[src/tma_pkg.sv]
// Shared types, constants and the arctangent table for the tilt and motion alarm unit.
// No dependencies.
package tma_pkg;

    localparam int CORDIC_STEPS = 16;
    localparam int TABLE_LEN    = 24;
    localparam int CORDIC_N     = (CORDIC_STEPS > TABLE_LEN) ? TABLE_LEN : CORDIC_STEPS;
    localparam int SQRT_STEPS   = 16;
    localparam int STEP_W       = 5;
    localparam int CX_W         = 36;
    localparam int ACC_W        = 24;
    localparam int ANG_W        = 15;

    localparam logic signed [ACC_W-1:0] ACC_MAX = 24'sd2304000;
    localparam logic [ANG_W-1:0] ANGLE_HALF_TURN = 15'd18000;
    localparam logic [14:0] THR_RESET = 15'd1000;
    localparam logic [20:0] DIV41_MUL = 21'd1636802;
    localparam int DIV41_SHIFT = 26;
    localparam logic [15:0] DIV10_MUL = 16'd52429;
    localparam int DIV10_SHIFT = 19;

    localparam logic REG_TILT_THR = 1'b0;
    localparam logic REG_RATE_THR = 1'b1;

    typedef enum logic [1:0] {
        CMD_SAMPLE       = 2'd0,
        CMD_CLEAR_ALARM  = 2'd1,
        CMD_CLEAR_REPORT = 2'd2,
        CMD_UNUSED       = 2'd3
    } cmd_code_t;

    typedef enum logic [3:0] {
        ST_IDLE, ST_SQ, ST_SQRT_INIT, ST_SQRT, ST_CORD_INIT, ST_CORD, ST_STORE,
        ST_FIN1, ST_FIN2
    } state_t;

    typedef enum logic [3:0] {
        OP_NONE, OP_LOAD, OP_SQ, OP_SQRT_INIT, OP_SQRT, OP_CORD_INIT, OP_CORD,
        OP_STORE, OP_FIN1, OP_FIN2
    } dp_op_t;

    typedef struct packed {
        dp_op_t            op;
        logic [1:0]        sel;
        logic [STEP_W-1:0] step;
    } dp_cmd_t;

    typedef struct packed {
        logic is_sample;
        logic accel_zero;
        logic out_busy;
    } dp_status_t;

    // Arctangent of 2^-i in units of 1/25600 degree.
    function automatic logic [20:0] atan_unit(input logic [STEP_W-1:0] i);
        logic [20:0] v;
        unique case (i)
            5'd0:  v = 21'd1152000;
            5'd1:  v = 21'd680065;
            5'd2:  v = 21'd359328;
            5'd3:  v = 21'd182400;
            5'd4:  v = 21'd91554;
            5'd5:  v = 21'd45822;
            5'd6:  v = 21'd22916;
            5'd7:  v = 21'd11459;
            5'd8:  v = 21'd5730;
            5'd9:  v = 21'd2865;
            5'd10: v = 21'd1432;
            5'd11: v = 21'd716;
            5'd12: v = 21'd358;
            5'd13: v = 21'd179;
            5'd14: v = 21'd90;
            5'd15: v = 21'd45;
            5'd16: v = 21'd22;
            5'd17: v = 21'd11;
            5'd18: v = 21'd6;
            5'd19: v = 21'd3;
            5'd20: v = 21'd1;
            5'd21: v = 21'd1;
            default: v = 21'd0;
        endcase
        return v;
    endfunction

endpackage

[src/tma_datapath.sv]
// Datapath: sample registers, squarer, bit-serial square root, CORDIC, alarm state
// and the result register. Depends on tma_pkg.
module tma_datapath (
    input  logic                 aclk,
    input  logic                 aresetn,
    input  tma_pkg::dp_cmd_t     cmd,
    output tma_pkg::dp_status_t  status,
    input  logic [95:0]          s_tdata,
    input  logic [1:0]           s_tuser,
    input  logic                 cfg_valid,
    input  logic                 cfg_index,
    input  logic [14:0]          cfg_data,
    input  logic                 m_tready,
    output logic                 m_tvalid,
    output logic [95:0]          m_tdata
);
    import tma_pkg::*;

    cmd_code_t cmd_reg;
    logic signed [15:0] ax_reg, ay_reg, az_reg, gx_reg, gy_reg, gz_reg;
    logic [30:0] sq_reg [3];
    logic [19:0] p25_reg;
    logic [14:0] peak_reg;
    logic [31:0] rad_reg;
    logic [32:0] root_reg;
    logic [31:0] bit_reg;
    logic signed [CX_W-1:0] cx_reg, cy_reg;
    logic signed [ACC_W-1:0] acc_reg;
    logic yzero_reg;
    logic [ANG_W-1:0] cur_x_reg, cur_y_reg, cur_z_reg, ref_x_reg, ref_y_reg;
    logic ref_valid_reg, alarm_reg, pending_reg;
    logic [14:0] change_reg;
    logic [14:0] thr_tilt_reg, thr_rate_reg;
    logic m_tvalid_reg;
    logic [95:0] m_tdata_reg;

    logic [15:0] abs_ax, abs_ay, abs_az, abs_gx, abs_gy, abs_gz, gmax;
    logic signed [15:0] sq_op;
    logic signed [31:0] sq_prod;
    logic [40:0] peak_prod;
    logic [32:0] trial;
    logic [15:0] cord_xx, cord_yy;
    logic signed [CX_W-1:0] dx, dy;
    logic signed [ACC_W-1:0] t_step, acc_clamped, acc_round;
    logic [13:0] ang_mag;
    logic [ANG_W-1:0] ang_signed;
    logic signed [15:0] diff_x, diff_y;
    logic [15:0] mag_x, mag_y;
    logic [14:0] vmax;
    logic [30:0] vib_prod;
    logic sample_ok, trip;

    function automatic logic [15:0] abs16(input logic signed [15:0] v);
        logic signed [16:0] w;
        w = v;
        if (w < 0) begin
            w = -w;
        end
        return w[15:0];
    endfunction

    assign abs_ax = abs16(ax_reg);
    assign abs_ay = abs16(ay_reg);
    assign abs_az = abs16(az_reg);
    assign abs_gx = abs16(gx_reg);
    assign abs_gy = abs16(gy_reg);
    assign abs_gz = abs16(gz_reg);

    always_comb begin
        gmax = abs_gx;
        if (abs_gy > gmax) begin
            gmax = abs_gy;
        end
        if (abs_gz > gmax) begin
            gmax = abs_gz;
        end
    end

    always_comb begin
        unique case (cmd.sel)
            2'd0:    sq_op = ax_reg;
            2'd1:    sq_op = ay_reg;
            default: sq_op = az_reg;
        endcase
    end
    assign sq_prod   = sq_op * sq_op;
    assign peak_prod = p25_reg * DIV41_MUL;
    assign trial     = root_reg + {1'b0, bit_reg};

    always_comb begin
        unique case (cmd.sel)
            2'd0: begin
                cord_xx = root_reg[15:0];
                cord_yy = abs_ax;
            end
            2'd1: begin
                cord_xx = root_reg[15:0];
                cord_yy = abs_ay;
            end
            default: begin
                cord_xx = abs_az;
                cord_yy = root_reg[15:0];
            end
        endcase
    end

    assign dx     = cy_reg >>> cmd.step;
    assign dy     = cx_reg >>> cmd.step;
    assign t_step = ACC_W'(atan_unit(cmd.step));

    always_comb begin
        if (acc_reg < 0) begin
            acc_clamped = '0;
        end else if (acc_reg > ACC_MAX) begin
            acc_clamped = ACC_MAX;
        end else begin
            acc_clamped = acc_reg;
        end
        acc_round = (acc_clamped + ACC_W'(128)) >>> 8;
        ang_mag   = yzero_reg ? 14'd0 : acc_round[13:0];
        unique case (cmd.sel)
            2'd0:    ang_signed = ax_reg[15] ? ANG_W'(0) - {1'b0, ang_mag} : {1'b0, ang_mag};
            2'd1:    ang_signed = ay_reg[15] ? ANG_W'(0) - {1'b0, ang_mag} : {1'b0, ang_mag};
            default: ang_signed = az_reg[15] ? ANGLE_HALF_TURN - {1'b0, ang_mag}
                                             : {1'b0, ang_mag};
        endcase
    end

    assign diff_x = {cur_x_reg[14], cur_x_reg} - {ref_x_reg[14], ref_x_reg};
    assign diff_y = {cur_y_reg[14], cur_y_reg} - {ref_y_reg[14], ref_y_reg};
    assign mag_x  = abs16(diff_x);
    assign mag_y  = abs16(diff_y);

    assign sample_ok = (cmd_reg == CMD_SAMPLE) && !status.accel_zero;
    assign vmax      = (change_reg > peak_reg) ? change_reg : peak_reg;
    assign vib_prod  = vmax * DIV10_MUL;
    assign trip      = !alarm_reg && ((change_reg >= thr_tilt_reg) || (peak_reg >= thr_rate_reg));

    assign status.is_sample  = (cmd_reg == CMD_SAMPLE);
    assign status.accel_zero = (ax_reg == 16'sd0) && (ay_reg == 16'sd0) && (az_reg == 16'sd0);
    assign status.out_busy   = m_tvalid_reg && !m_tready;

    always_ff @(posedge aclk) begin
        if (!aresetn) begin
            thr_tilt_reg  <= THR_RESET;
            thr_rate_reg  <= THR_RESET;
            cur_x_reg     <= '0;
            cur_y_reg     <= '0;
            cur_z_reg     <= '0;
            ref_x_reg     <= '0;
            ref_y_reg     <= '0;
            ref_valid_reg <= 1'b0;
            alarm_reg     <= 1'b0;
            pending_reg   <= 1'b0;
            m_tvalid_reg  <= 1'b0;
        end else begin
            if (cfg_valid) begin
                if (cfg_index == REG_TILT_THR) begin
                    thr_tilt_reg <= cfg_data;
                end else begin
                    thr_rate_reg <= cfg_data;
                end
            end
            if (m_tready) begin
                m_tvalid_reg <= 1'b0;
            end
            if (cmd.op == OP_STORE) begin
                unique case (cmd.sel)
                    2'd0:    cur_x_reg <= ang_signed;
                    2'd1:    cur_y_reg <= ang_signed;
                    default: cur_z_reg <= ang_signed;
                endcase
            end
            if (cmd.op == OP_FIN2) begin
                m_tvalid_reg <= 1'b1;
                unique case (cmd_reg)
                    CMD_SAMPLE: begin
                        if (sample_ok) begin
                            ref_valid_reg <= 1'b1;
                            ref_x_reg     <= cur_x_reg;
                            ref_y_reg     <= cur_y_reg;
                        end
                        if (trip) begin
                            alarm_reg   <= 1'b1;
                            pending_reg <= 1'b1;
                        end
                    end
                    CMD_CLEAR_ALARM: begin
                        alarm_reg     <= 1'b0;
                        pending_reg   <= 1'b0;
                        ref_x_reg     <= '0;
                        ref_y_reg     <= '0;
                        ref_valid_reg <= 1'b0;
                    end
                    CMD_CLEAR_REPORT: pending_reg <= 1'b0;
                    default: ;
                endcase
            end
        end
    end

    always_ff @(posedge aclk) begin
        unique case (cmd.op)
            OP_LOAD: begin
                cmd_reg <= cmd_code_t'(s_tuser);
                ax_reg  <= s_tdata[15:0];
                ay_reg  <= s_tdata[31:16];
                az_reg  <= s_tdata[47:32];
                gx_reg  <= s_tdata[63:48];
                gy_reg  <= s_tdata[79:64];
                gz_reg  <= s_tdata[95:80];
            end
            OP_SQ: begin
                sq_reg[cmd.sel] <= sq_prod[30:0];
                if (cmd.sel == 2'd0) begin
                    p25_reg <= {gmax, 4'd0} + {1'b0, gmax, 3'd0} + {4'd0, gmax};
                end
                if (cmd.sel == 2'd1) begin
                    peak_reg <= peak_prod[DIV41_SHIFT +: 15];
                end
            end
            OP_SQRT_INIT: begin
                unique case (cmd.sel)
                    2'd0:    rad_reg <= {1'b0, sq_reg[1]} + {1'b0, sq_reg[2]};
                    2'd1:    rad_reg <= {1'b0, sq_reg[0]} + {1'b0, sq_reg[2]};
                    default: rad_reg <= {1'b0, sq_reg[0]} + {1'b0, sq_reg[1]};
                endcase
                root_reg <= '0;
                bit_reg  <= 32'h4000_0000;
            end
            OP_SQRT: begin
                if ({1'b0, rad_reg} >= trial) begin
                    rad_reg  <= rad_reg - trial[31:0];
                    root_reg <= (root_reg >> 1) + {1'b0, bit_reg};
                end else begin
                    root_reg <= root_reg >> 1;
                end
                bit_reg <= bit_reg >> 2;
            end
            OP_CORD_INIT: begin
                cx_reg    <= $signed({{(CX_W-32){1'b0}}, cord_xx, 16'd0});
                cy_reg    <= $signed({{(CX_W-32){1'b0}}, cord_yy, 16'd0});
                acc_reg   <= '0;
                yzero_reg <= (cord_yy == 16'd0);
            end
            OP_CORD: begin
                if (!cy_reg[CX_W-1]) begin
                    cx_reg  <= cx_reg + dx;
                    cy_reg  <= cy_reg - dy;
                    acc_reg <= acc_reg + t_step;
                end else begin
                    cx_reg  <= cx_reg - dx;
                    cy_reg  <= cy_reg + dy;
                    acc_reg <= acc_reg - t_step;
                end
            end
            OP_FIN1: begin
                if (sample_ok && ref_valid_reg) begin
                    change_reg <= (mag_x > mag_y) ? mag_x[14:0] : mag_y[14:0];
                end else begin
                    change_reg <= '0;
                end
            end
            OP_FIN2: begin
                m_tdata_reg[14:0]  <= cur_x_reg;
                m_tdata_reg[29:15] <= cur_y_reg;
                m_tdata_reg[44:30] <= cur_z_reg;
                m_tdata_reg[95:89] <= '0;
                if (cmd_reg == CMD_SAMPLE) begin
                    m_tdata_reg[59:45] <= change_reg;
                    m_tdata_reg[74:60] <= peak_reg;
                    m_tdata_reg[85:75] <= vib_prod[DIV10_SHIFT +: 11];
                    m_tdata_reg[86]    <= alarm_reg || trip;
                    m_tdata_reg[87]    <= pending_reg || trip;
                    m_tdata_reg[88]    <= trip;
                end else begin
                    m_tdata_reg[59:45] <= '0;
                    m_tdata_reg[74:60] <= '0;
                    m_tdata_reg[85:75] <= '0;
                    m_tdata_reg[86]    <= alarm_reg && (cmd_reg != CMD_CLEAR_ALARM);
                    m_tdata_reg[87]    <= pending_reg && (cmd_reg == CMD_UNUSED);
                    m_tdata_reg[88]    <= 1'b0;
                end
            end
            default: ;
        endcase
    end

    assign m_tvalid = m_tvalid_reg;
    assign m_tdata  = m_tdata_reg;

endmodule

[src/tma_ctrl.sv]
// Controller: sequences load, squaring, square roots, CORDIC passes and the result.
// Depends on tma_pkg.
module tma_ctrl (
    input  logic                 aclk,
    input  logic                 aresetn,
    input  logic                 s_tvalid,
    output logic                 s_tready,
    input  tma_pkg::dp_status_t  status,
    output tma_pkg::dp_cmd_t     cmd
);
    import tma_pkg::*;

    state_t state_reg, state_next;
    logic [1:0] sel_reg, sel_next;
    logic [STEP_W-1:0] step_reg, step_next;

    always_ff @(posedge aclk) begin
        if (!aresetn) begin
            state_reg <= ST_IDLE;
            sel_reg   <= '0;
            step_reg  <= '0;
        end else begin
            state_reg <= state_next;
            sel_reg   <= sel_next;
            step_reg  <= step_next;
        end
    end

    always_comb begin
        state_next = state_reg;
        sel_next   = sel_reg;
        step_next  = step_reg;
        unique case (state_reg)
            ST_IDLE: begin
                if (s_tvalid) begin
                    state_next = ST_SQ;
                    sel_next   = '0;
                end
            end
            ST_SQ: begin
                if (sel_reg == 2'd2) begin
                    sel_next   = '0;
                    state_next = (status.is_sample && !status.accel_zero) ? ST_SQRT_INIT
                                                                          : ST_FIN1;
                end else begin
                    sel_next = sel_reg + 2'd1;
                end
            end
            ST_SQRT_INIT: begin
                state_next = ST_SQRT;
                step_next  = '0;
            end
            ST_SQRT: begin
                step_next = step_reg + STEP_W'(1);
                if (step_reg == STEP_W'(SQRT_STEPS - 1)) begin
                    state_next = ST_CORD_INIT;
                end
            end
            ST_CORD_INIT: begin
                state_next = ST_CORD;
                step_next  = '0;
            end
            ST_CORD: begin
                step_next = step_reg + STEP_W'(1);
                if (step_reg == STEP_W'(CORDIC_N - 1)) begin
                    state_next = ST_STORE;
                end
            end
            ST_STORE: begin
                if (sel_reg == 2'd2) begin
                    state_next = ST_FIN1;
                end else begin
                    sel_next   = sel_reg + 2'd1;
                    state_next = ST_SQRT_INIT;
                end
            end
            ST_FIN1: state_next = ST_FIN2;
            ST_FIN2: begin
                if (!status.out_busy) begin
                    state_next = ST_IDLE;
                end
            end
            default: state_next = ST_IDLE;
        endcase
    end

    always_comb begin
        s_tready = 1'b0;
        cmd.op   = OP_NONE;
        cmd.sel  = sel_reg;
        cmd.step = step_reg;
        unique case (state_reg)
            ST_IDLE: begin
                s_tready = 1'b1;
                if (s_tvalid) begin
                    cmd.op = OP_LOAD;
                end
            end
            ST_SQ:        cmd.op = OP_SQ;
            ST_SQRT_INIT: cmd.op = OP_SQRT_INIT;
            ST_SQRT:      cmd.op = OP_SQRT;
            ST_CORD_INIT: cmd.op = OP_CORD_INIT;
            ST_CORD:      cmd.op = OP_CORD;
            ST_STORE:     cmd.op = OP_STORE;
            ST_FIN1:      cmd.op = OP_FIN1;
            ST_FIN2: begin
                if (!status.out_busy) begin
                    cmd.op = OP_FIN2;
                end
            end
            default: cmd.op = OP_NONE;
        endcase
    end

endmodule

[src/tilt_motion_alarm_unit.sv]
// Top level of the tilt and motion alarm unit: controller plus datapath.
// Depends on tma_pkg, tma_ctrl and tma_datapath.
//
// One request is taken at a time. A sample request with a non-zero accelerometer
// reading runs a load, three squaring steps, then per tilt angle a square-root
// setup, 16 square-root steps, a CORDIC setup, 16 CORDIC steps and a store, then
// two finishing steps; the last waits while an earlier result is not yet taken.
// The square-root and CORDIC unit is shared by the three angles. Command requests
// and all-zero accelerometer samples skip the square roots and CORDIC passes. The
// result sits in an output register; the next request is accepted while it waits.
module tilt_motion_alarm_unit (
    input  logic        aclk,
    input  logic        aresetn,
    input  logic        s_tvalid,
    output logic        s_tready,
    // accel_x, accel_y, accel_z, gyro_x, gyro_y, gyro_z, 16 bits each
    input  logic [95:0] s_tdata,
    // command
    input  logic [1:0]  s_tuser,
    output logic        m_tvalid,
    input  logic        m_tready,
    // angle_x, angle_y, angle_z, angle_change, rate_peak (15 bits each),
    // vibration (11), latched, report_pending, newly_tripped, 7 zero bits
    output logic [95:0] m_tdata,
    input  logic        cfg_valid,
    output logic        cfg_ready,
    input  logic        cfg_index,
    input  logic [14:0] cfg_data
);
    import tma_pkg::*;

    dp_cmd_t    dp_cmd;
    dp_status_t dp_status;

    assign cfg_ready = 1'b1;

    tma_ctrl u_ctrl (
        .aclk     (aclk),
        .aresetn  (aresetn),
        .s_tvalid (s_tvalid),
        .s_tready (s_tready),
        .status   (dp_status),
        .cmd      (dp_cmd)
    );

    tma_datapath u_datapath (
        .aclk      (aclk),
        .aresetn   (aresetn),
        .cmd       (dp_cmd),
        .status    (dp_status),
        .s_tdata   (s_tdata),
        .s_tuser   (s_tuser),
        .cfg_valid (cfg_valid),
        .cfg_index (cfg_index),
        .cfg_data  (cfg_data),
        .m_tready  (m_tready),
        .m_tvalid  (m_tvalid),
        .m_tdata   (m_tdata)
    );

endmodule

[config.mk]
export PLATFORM = sky130hd
export DESIGN_NAME = tilt_motion_alarm_unit
export DESIGN_NICKNAME = d
export VERILOG_FILES = /design/src/tma_pkg.sv /design/src/tma_datapath.sv /design/src/tma_ctrl.sv /design/src/tilt_motion_alarm_unit.sv
export SDC_FILE = /design/constraint.sdc
export NUM_CORES = 2
export LEC_CHECK = 0
export BUFFER_PORTS_ARGS = -buffer_cell sky130_fd_sc_hd__buf_2
export CORE_ASPECT_RATIO = 0.7
export CORE_MARGIN = 4
export CORE_UTILIZATION = 34
export CTS_CLUSTER_DIAMETER = 120
export DETAILED_ROUTE_END_ITERATION = 12
export PLACE_DENSITY = 0.49
export SKIP_LAST_GASP = 1
export SYNTH_ARGS = -nofsm -noshare
export SYNTH_HDL_FRONTEND = slang
export SYNTH_SLANG_ARGS = --single-unit
[constraint.sdc]
create_clock -name aclk -period 9.4 [get_ports aclk]
set_clock_uncertainty 0.05 [all_clocks]
set_input_delay 0.47 -clock aclk [delete_from_list [all_inputs] [get_ports aclk]]
set_output_delay 0.47 -clock aclk [all_outputs]
set_load 0.05 [all_outputs]
==> out/results.ini <==
[finish]
syn2layout_area_growth_pct = 12.0
fin_cells = 10100
nFillCells = 19800
layout_commonest_cell = inv_1
fin_area_mm2 = 0.0760
layout-drive-gt1-share_pct = 9.28
final_cell_mix = inv_1 (792), ha_1 (760), nor2_1 (550)
largest_register_ffs = 90
nets = 8727

[global_route]
antenna_found_initial = 10
track_usage_pct = 20.6
grt_pass1_vias = 52800
overflow = 0
grt_max_degree = 74
grt_first_pass_wirelength_um = 331000

[route]
wl_um = 217000
top_layer_used = met4
wl_met1_um = 111000
drt_iter0_drc = 4612
num_vias = 53900
drt-pass1-iter-count = 6
met2_length_um = 85600
wl_met3_um = 15500
drcViolationCount = 0
postRouteAntennaNets = 0
wl_per_cell_um = 21.4
vias_per_cell = 5.34

[logic_synthesis]
netlist_area_mm2 = 0.0678
yosysWarnings = 0
synthFlopType = edfxtp_1
ys_seq_elements = 646
yosysTopAreaCell = edfxtp_1
yosys-top-cells-area = edfxtp_1 (22%), ha_1 (14%), fa_1 (13%)
async_flop_share_pct = 0
synth_top_area_share_pct = 22.4
netlist_instances = 7143
synth_cell_types = 103
synth-adder-area-share_pct = 26.7
muxShareOfSynthArea_pct = 5.40
synth_top_family_by_area = adder cells
synth-compound-area-share_pct = 15.2
syn_avg_cell_area_um2 = 9.50
synthXorXnorAreaFrac_pct = 6.80
synth_edf_count = 505
synthSimpleGateAreaFrac_pct = 13.3
yosysSeqAreaShare_pct = 26.5

[clocking]
ctsLongestPathBuffers = 3
clk_pin_slew_worst_paths_ns = 0.06
cts_tree = built
clock_latency_ns = 0.70
cts_sinks = 646
cts_buffers = 79
root_buffer = clkbuf_16
htree_num_levels = 3

[setup_path]
r2r-start = u_ctrl.sel_reg[0]
reg2reg_slack_ns = 0.40
r2r_end = u_datapath.sq_reg[1][30]
worstPathArrival_ns = 9.32
worstSetupStartpoint = u_ctrl.sel_reg[0]
worst_r2r_path_depth = 27
start_kind = flip-flop
cp_max_fo = 20
endpoint_kind = flip-flop
required_ns = 9.72
endpoint = u_datapath.sq_reg[1][30]
worst-setup-path-type = flip-flop to flip-flop

[sta]
slew_viol_final = 0
tightestPinTransition_ns = 1.25
fin_setup_tns_ns = 0
hold_viol_final = 0
max_freq_mhz = 111
layout_min_cycle_time_ns = 9.00
setup_viol = 0
period_share_pct = 95.7
holdWs_ns = 0.137
relSlewSlack_pct = 16.8
rsz0062_at_grt = no

[placed_design]
placed_area_mm2 = 0.0721
port-buffer-count = 209
placed_cells = 9842
dpl.hpwl_um = 172000
globalplace.congestion = 0.924

[floorplanning]
die_h_um = 382
io-pin-count = 218
core_mm2 = 0.197
die_w_um = 542
row_count = 136
start_util_pct = 34.4
dieArea_mm2 = 0.207

[status]
outcome = finished clean

[flow_run]
cap_violations = 0

[worst_hold_path]
min_path_type = primary input to flip-flop

routing by layer:
metal / GRT usage (%) / vias to the layer above
li1: - / 25800
met1: 32.6 / 26400
met2: 28.8 / 1587
met3: 3.76 / 199
met4: 4.10 / 0
met5: 0 / -
synth_stat cells, types with 60 or more instances:
| library cell | number |
|---|---|
| a211oi_1 | 85 |
| a21boi_0 | 77 |
| a21o_1 | 130 |
| a21oi_1 | 409 |
| a31oi_1 | 68 |
| and2_1 | 99 |
| clkbuf_1 | 171 |
| dfxtp_1 | 141 |
| edfxtp_1 | 505 |
| fa_1 | 426 |
| ha_1 | 763 |
| inv_1 | 794 |
| mux2_2 | 63 |
| mux2i_1 | 90 |
| mux4_2 | 78 |
| nand2_1 | 543 |
| nand3_1 | 96 |
| nor2_1 | 551 |
| nor2b_1 | 85 |
| nor3_1 | 131 |
| o211ai_1 | 60 |
| o21a_1 | 77 |
| o21ai_0 | 311 |
| xnor2_1 | 296 |
| xor2_1 | 228 |
critical path: stages, from the launching register on:
cell and delay, ns:
dfxtp_1 0.33, inv_1 0.18, ha_4 0.35, nor2_4 0.14, buf_4 0.17, a21oi_1 0.79, buf_4 0.29, nand2_1 0.08
fa_1 0.53, inv_1 0.05, fa_1 0.51, fa_1 0.56, inv_1 0.06, fa_1 0.51, fa_1 0.56, inv_1 0.06
fa_1 0.48, ha_1 0.37, a21o_1 0.20, a2111oi_0 0.48, nand3_1 0.13, and2_1 0.27, a211o_1 0.40, a31oi_1 0.33
nor2_1 0.09, o21a_1 0.19, o41ai_1 0.31, xnor2_1 0.18
repair_timing:
action                     in CTS  in global routing
hold endpoints to repair      126                  0
hold buffers                  113                  0
setup endpoints to repair       0                  8
resized for setup               0                  8
setup buffers                   0                  5
per-stage QoR:
step,util (%),worst slack (ns)
global placement,36.5,0.471
floorplan,-,0.699
detailed placement,36.5,0.445
global route,38.5,0.00347
finish,38.5,0.405
CTS,38.4,0.403
worst min-delay path by stage:
stage / start / endpoint / slack (ns) / cells past startpoint
global placement: u_datapath.cur_z_reg[14] / u_datapath.m_tdata[44] / 0.36 / 0
global route: m_tready / u_datapath.m_tvalid / 0.1 / 3
floorplan: u_datapath.cur_z_reg[8] / u_datapath.m_tdata[38] / 0.35 / 0
finish: m_tready / u_datapath.m_tvalid / 0.14 / 3
CTS: m_tready / u_datapath.m_tvalid / 0.08 / 3
detailed placement: u_datapath.cur_z_reg[10] / u_datapath.m_tdata[40] / 0.37 / 0
area by class of cell:
cell class	count	area [µm²]	share of cell area [%]
Timing Repair Buffer	441	3100	4.08
Tap cell	2622	3280	4.32
Sequential cell	646	18000	23.7
Multi-Input combinational cell	5448	45900	60.4
Clock inverter	50	624	0.822
Clock buffer	94	2050	2.70
Antenna cell	2	5.00	0.00659
Inverter	803	3020	3.97
kinds of logic after synthesis:
| kind of cell | Yosys count |
|---|---|
| AO/OA/AOI/OAI | 1581 |
| buffers and inverters | 1055 |
| other | 2 |
| XOR/XNOR | 525 |
| flip-flops | 646 |
| multiplexers | 250 |
| AND/OR/NAND/NOR | 1891 |
| adder cells (fa/ha/maj) | 1193 |
Power is not shown: default switching activity piles up to over one toggle a cycle in this logic, so the estimate is an artifact.
